**src/rtl/omni_drive_wheel_pwm_assert.svh**
```systemverilog
// Assertion macros for the omni drive wheel PWM block.
`ifndef OMNI_DRIVE_WHEEL_PWM_ASSERT_SVH
`define OMNI_DRIVE_WHEEL_PWM_ASSERT_SVH
`ifndef SYNTHESIS
// check a property on every clock, skipped while reset is high
`define ODWP_ASSERT(lbl, prop) \
   lbl: assert property (@(posedge clock) disable iff (reset) prop) \
      else $error("odwp: assertion failed");
// check a property on every clock, reset included
`define ODWP_ASSERT_RST(lbl, prop) \
   lbl: assert property (@(posedge clock) prop) \
      else $error("odwp: reset assertion failed");
`else
`define ODWP_ASSERT(lbl, prop)
`define ODWP_ASSERT_RST(lbl, prop)
`endif
`endif

```
**src/rtl/odwp_pkg.sv**
```systemverilog
// Shared constants, tables and types of the omni drive wheel PWM block.
package odwp_pkg;

   localparam int SPEED_BITS      = 16;
   localparam int ANGLE_BITS      = 16;
   localparam int VEL_W           = 16;
   localparam int VEL_FRAC        = 13;
   localparam int PERIOD_W        = 16;
   localparam int HEADING_W       = 16;
   localparam int TURN_W          = 24;
   localparam int QUARTER_SHIFT   = TURN_W - 2;
   localparam int TRIG_STEPS      = 20;
   localparam int STEPS_PER_STAGE = 2;
   localparam int CORDIC_STAGES   = TRIG_STEPS / STEPS_PER_STAGE;
   localparam int TRIG_W          = 32;
   localparam int TRIG_FRAC       = 30;
   localparam int MUL_W           = VEL_W + TRIG_W;
   localparam int ROT_W           = MUL_W + 1;
   localparam int WHEEL_W         = ROT_W + 1;
   localparam int TRUNC_SHIFT     = VEL_FRAC + TRIG_FRAC - SPEED_BITS;
   localparam int TRUNC_W         = WHEEL_W - TRUNC_SHIFT;
   localparam int PROD_W          = TRUNC_W + PERIOD_W;
   localparam int DUTY_W          = PROD_W - SPEED_BITS;
   localparam int WHEELS          = 4;

   localparam logic signed [TRIG_W-1:0] TRIG_GAIN = 32'sd652032875;
   localparam logic [PERIOD_W-1:0] PERIOD_RESET = 16'd100;

   // keep only the top ANGLE_BITS bits of the turn fraction
   localparam logic [TURN_W-1:0] ANGLE_KEEP =
      ~((TURN_W'(1) << (TURN_W - ANGLE_BITS)) - TURN_W'(1));

   // arctangent of 2^-i in 2^-24 turn units
   localparam logic signed [TURN_W-1:0] ATAN_TABLE [TRIG_STEPS] = '{
      24'sd2097152, 24'sd1238021, 24'sd654136, 24'sd332050, 24'sd166669,
      24'sd83416,   24'sd41718,   24'sd20860,  24'sd10430,  24'sd5215,
      24'sd2608,    24'sd1304,    24'sd652,    24'sd326,    24'sd163,
      24'sd81,      24'sd41,      24'sd20,     24'sd10,     24'sd5
   };

   typedef enum logic [1:0] {
      QUAD_0,
      QUAD_90,
      QUAD_180,
      QUAD_270
   } quad_type;

   typedef struct packed {
      logic signed [VEL_W-1:0] vel_x;
      logic signed [VEL_W-1:0] vel_y;
      logic signed [VEL_W-1:0] spin;
   } cmd_type;

   typedef struct packed {
      logic signed [TRIG_W-1:0] x;
      logic signed [TRIG_W-1:0] y;
      logic signed [TURN_W-1:0] z;
   } rot_type;

   typedef struct packed {
      logic                     valid;
      cmd_type                  cmd;
      logic signed [TRIG_W-1:0] cos_q;
      logic signed [TRIG_W-1:0] sin_q;
   } trig_out_type;

   typedef struct packed {
      logic                              valid;
      logic [WHEELS-1:0][WHEEL_W-1:0]    speed;
   } wheel_out_type;

   typedef struct packed {
      logic                              valid;
      logic [WHEELS-1:0][PERIOD_W-1:0]   fwd;
      logic [WHEELS-1:0][PERIOD_W-1:0]   rev;
   } duty_out_type;

endpackage

```
**src/rtl/odwp_duty.sv**
```systemverilog
// Wheel speed to forward and reverse PWM duty, four lanes, ends in the output register.
module odwp_duty (
   input  logic                           clock,
   input  logic                           reset,
   input  logic                           en,
   input  logic [odwp_pkg::PERIOD_W-1:0]  period,
   input  odwp_pkg::wheel_out_type        in,
   output odwp_pkg::duty_out_type         out
);

   logic                                                valid_d_ff;
   logic                                                valid_e_ff;
   logic                                                valid_f_ff;
   logic [odwp_pkg::WHEELS-1:0][odwp_pkg::WHEEL_W-1:0]  mag;
   logic [odwp_pkg::WHEELS-1:0]                         neg_d_ff;
   logic [odwp_pkg::WHEELS-1:0][odwp_pkg::TRUNC_W-1:0]  trunc_ff;
   logic [odwp_pkg::WHEELS-1:0]                         neg_e_ff;
   logic [odwp_pkg::WHEELS-1:0][odwp_pkg::PROD_W-1:0]   prod_ff;
   logic [odwp_pkg::WHEELS-1:0][odwp_pkg::DUTY_W-1:0]   duty;
   logic [odwp_pkg::WHEELS-1:0][odwp_pkg::PERIOD_W-1:0] sat;
   logic [odwp_pkg::WHEELS-1:0][odwp_pkg::PERIOD_W-1:0] fwd_in;
   logic [odwp_pkg::WHEELS-1:0][odwp_pkg::PERIOD_W-1:0] rev_in;
   logic [odwp_pkg::WHEELS-1:0][odwp_pkg::PERIOD_W-1:0] fwd_ff;
   logic [odwp_pkg::WHEELS-1:0][odwp_pkg::PERIOD_W-1:0] rev_ff;

   always_comb begin
      for (int w = 0; w < odwp_pkg::WHEELS; w++) begin
         mag[w] = in.speed[w][odwp_pkg::WHEEL_W-1] ?
                  (~in.speed[w] + odwp_pkg::WHEEL_W'(1)) : in.speed[w];
      end
   end

   // drop the fraction, clamp to the period, steer to one channel
   always_comb begin
      for (int w = 0; w < odwp_pkg::WHEELS; w++) begin
         duty[w] = prod_ff[w][odwp_pkg::PROD_W-1:odwp_pkg::SPEED_BITS];
         sat[w]  = (duty[w] > odwp_pkg::DUTY_W'(period)) ?
                   period : duty[w][odwp_pkg::PERIOD_W-1:0];
         fwd_in[w] = neg_e_ff[w] ? '0 : sat[w];
         rev_in[w] = neg_e_ff[w] ? sat[w] : '0;
      end
   end

   always_ff @(posedge clock) begin
      if (reset) begin
         valid_d_ff <= 1'b0;
         valid_e_ff <= 1'b0;
         valid_f_ff <= 1'b0;
      end else if (en) begin
         valid_d_ff <= in.valid;
         valid_e_ff <= valid_d_ff;
         valid_f_ff <= valid_e_ff;
      end
   end

   always_ff @(posedge clock) begin
      if (en) begin
         neg_e_ff <= neg_d_ff;
         fwd_ff   <= fwd_in;
         rev_ff   <= rev_in;
         for (int w = 0; w < odwp_pkg::WHEELS; w++) begin
            neg_d_ff[w] <= in.speed[w][odwp_pkg::WHEEL_W-1];
            trunc_ff[w] <= mag[w][odwp_pkg::WHEEL_W-1:odwp_pkg::TRUNC_SHIFT];
            prod_ff[w]  <= odwp_pkg::PROD_W'(trunc_ff[w]) * odwp_pkg::PROD_W'(period);
         end
      end
   end

   assign out.valid = valid_f_ff;
   assign out.fwd   = fwd_ff;
   assign out.rev   = rev_ff;

endmodule

```
**config.mk**
```make
export PLATFORM = sky130hd
export DESIGN_NAME = odwp_duty
export DESIGN_NICKNAME = d
export VERILOG_FILES = /design/src/rtl/omni_drive_wheel_pwm_assert.svh /design/src/rtl/odwp_pkg.sv /design/src/rtl/odwp_duty.sv
export SDC_FILE = /design/constraint.sdc
export NUM_CORES = 2
export LEC_CHECK = 0
export BUFFER_PORTS_ARGS = -buffer_cell sky130_fd_sc_hd__buf_2
export CAP_MARGIN = 10
export CELL_PAD_IN_SITES_DETAIL_PLACEMENT = 0
export CELL_PAD_IN_SITES_GLOBAL_PLACEMENT = 1
export CORE_MARGIN = 3
export CORE_UTILIZATION = 34
export DETAILED_ROUTE_END_ITERATION = 12
export GPL_TIMING_DRIVEN = 0
export PLACE_DENSITY = 0.64
export REMOVE_ABC_BUFFERS = 1
export SLEW_MARGIN = 15
export SYNTH_ARGS = -nofsm -noshare
export SYNTH_HDL_FRONTEND = slang
export SYNTH_SLANG_ARGS = --single-unit
```
**constraint.sdc**
```tcl
create_clock -name clock -period 8.63 [get_ports clock]
set_clock_uncertainty 0.15 [all_clocks]
set_input_delay 0.863 -clock clock [delete_from_list [all_inputs] [get_ports clock]]
set_output_delay 0.863 -clock clock [all_outputs]
set_load 0.05 [all_outputs]
```
==> flow_summary.ini <==
[synthesis]
synth_edf_count = 320
yosys_register_bits = 323
synthFlopType = edfxtp_1
ys_seq_area_share_pct = 16.22
netlist_top_cells_area = fa_1 (39%), edfxtp_1 (16%), ha_1 (10%)
ys_top_cells_by_count = inv_1 (1353), fa_1 (1164), nand2_1 (947)
yosys.area.top_type = fa_1
post-synth-top-count-cell = inv_1
synthCells = 6199
yosysWarnings = 0
synth_area_um2 = 59620
syn_avg_cell_area_um2 = 9.617
synthArstFlopShare_pct = 0
synth_top_area_share_pct = 39.09
synth.distinct_cells = 71

[timing]
slew_headroom_pct = 25.87
setup_viol = 0
rsz0062_at_grt = false
setup_ws_ps = 778.2
max_slew.worst_pin.slew_ps = 1081
fin_crit_ps = 7852
hold_viol = 0
clock.fmax_mhz = 127.4
maxSlewViolCount = 0
period_share_pct = 90.98

[clock_network]
path_clk_slew_ps = 60
cts_root_buf = clkbuf_16
cts_setup_buffers = 0
cts_tree = done
cts_made_buffers = 44
h-tree-depth = 2
cts_resized = 0
clockBufferDepth = 3
clkSinkCount = 323
insertion_delay_ps = 650
cts_hold_buf = 0

[cells_and_area]
drive_gt1_share_pct = 7.400
areaGrowthSynthToFinish_pct = 9.705
antenna_cells = 0
finalNetCount = 8209
fill_cells = 17500

[setup_path]
crit_chain = and2_1, fa_1, inv_1, fa_1, inv_1, ha_1, fa_1, inv_1, fa_1, inv_1, fa_1, ha_1, a21oi_1, nor2b_1, a2111oi_1, o21bai_1, a221oi_1, o21ai_0, a41oi_1, o21bai_1, xnor2_1
critPathMaxFanout = 16
crit_type = reg -> reg
startpoint_type = register
ff2ff_setup_slack_ps = 780
max_stage_delay_ps = 810
r2r-start = trunc_ff[29]
r2r_cells = 21
slowest_stage = a2111oi_1
cp.required_ps = 8820
reg2reg_to = duty[31]
critPathMostFrequentCell = fa_1
critical_path_arrival_ps = 8040
end_kind = register

[placed_design]
port-buffer-count = 348
hpwl_um = 123200
pre_cts_ws_ps = -62.34
globalplace.congestion = 0.8033

[grt]
antenna_found_initial = 5
grt_max_degree = 86
grtUsageTotal_pct = 18.79
grt_pass1_wl_um = 263600
grt_pass1_vias = 45230
grt_remaining_overflow = 0

[routing]
wire_per_inst_um = 19.14
drt_wl_total_um = 166300
route.detailed.drc = 0
drt_iter0_markers = 1887
ant_nets = 0
firstDrtPassIters = 7
via_per_inst = 4.814
vias = 41830

[die]
start_util_pct = 34.26
die_y_um = 424.7
core.rowCount = 153
num_io_pins = 349
die_x_um = 424.7
core_area_um2 = 174000
fp.dieArea_um2 = 180400

[status]
status = completed

[min_path]
hold-path-cell-count = 2
min_from = reset
min_to = valid_e_ff
hp-class = in -> reg

[run]
maxCapViolations = 0
-- cell type report --
class                   count  area (µm²)  share of cell area, %
clock buffers              48        1116                  1.706
clock inverters            34       364.1                 0.5567
inverters                1353        5079                  7.765
multi-input cells        4235       43790                  66.96
flip-flops and latches    323        9669                  14.78
well taps                2325        2909                  4.448
repair buffers            372        2471                  3.778
-- metal layers --
layer | vias up | track usage, % | share of wire, %
li1 | 19030 | - | -
met1 | 21800 | 24.60 | 43
met2 | 830 | 32.96 | 50
met3 | 169 | 1.709 | 3.6
met4 | 0 | 5.557 | 3.1
met5 | - | 0 | 0
-- worst max-delay path, delay by kind of cell, from the launching register on --
family	cells	cell delay [ps]
simple gates	2	430
fa+ha+maj	7	3030
compound gates	7	2830
buf+inv	4	200
flops	1	780
xor+xnor	1	170
-- layout by cell type, fill, tap and decap left out, types with 6 or more instances in the layout --
| master | n |
|---|---|
| a211oi_1 | 13 |
| a21boi_0 | 6 |
| a21o_1 | 68 |
| a21oi_1 | 99 |
| a31oi_1 | 6 |
| and2_1 | 604 |
| and3_1 | 14 |
| buf_16 | 21 |
| buf_2 | 331 |
| buf_6 | 17 |
| clkbuf_16 | 44 |
| clkinv_2 | 8 |
| edfxtp_1 | 320 |
| fa_1 | 1164 |
| ha_1 | 496 |
| inv_1 | 1353 |
| inv_6 | 8 |
| mux2i_1 | 67 |
| nand2_1 | 947 |
| nand2b_1 | 13 |
| nand3_1 | 33 |
| nand4_1 | 29 |
| nor2_1 | 121 |
| nor2b_1 | 84 |
| nor3_1 | 27 |
| nor4_1 | 34 |
| o21a_1 | 9 |
| o21ai_0 | 71 |
| o21bai_1 | 9 |
| o31ai_1 | 24 |
| o41ai_1 | 7 |
| or2_2 | 6 |
| or3_1 | 12 |
| or4_1 | 12 |
| xnor2_1 | 140 |
| xor2_1 | 39 |
-- metrics by stage --
stage                     hold slack [ps]  cell area (µm²)  setup TNS (ps)  instances  utilization, %
after floorplan                     250.3            58520               0       5911               -
after global placement              251.1            63170          -54260       8584           36.30
after detailed placement            254.5            63920          -62.34       8608           36.73
after CTS                           205.4            65400               0       8690           37.58
after global routing                243.1            65400               0       8690           37.58
final                               266.8            65400               0       8690           37.58
-- cells by family after synthesis --
logic type | Yosys count | share of synthesized area, %
and+or+nand+nor | 1961 | 16.15
xor gates and xnor gates | 179 | 2.630
AOI/OAI and AO/OA | 368 | 4.032
DFF | 323 | 16.22
muxes | 67 | 1.125
adders and majority gates | 1660 | 49.50
buffers and inverters | 1641 | 10.35
-- state kept, by name, summed over array words and instances, names as in the netlist --
signal      count
neg_e_ff        4
valid_d_ff      1
trunc_ff       92
valid_e_ff      1
duty           92
out           128
neg_d_ff        4
valid_f_ff      1
-- worst max-delay path by stage --
stage / end / slack, ps / depth (start not counted) / from
floorplan: duty[21] / 1950 / 22 / period[1]
global placement: duty[91] / -1580 / 22 / period[7]
detailed placement: duty[91] / -60 / 23 / period[8]
CTS: duty[91] / 610 / 21 / trunc_ff[82]
global route: duty[31] / 470 / 21 / trunc_ff[29]
finish: duty[31] / 780 / 21 / trunc_ff[29]
Power is left out: the tool's default activity adds up to more than one toggle a clock period on the data nets, which glitch-free logic cannot reach.
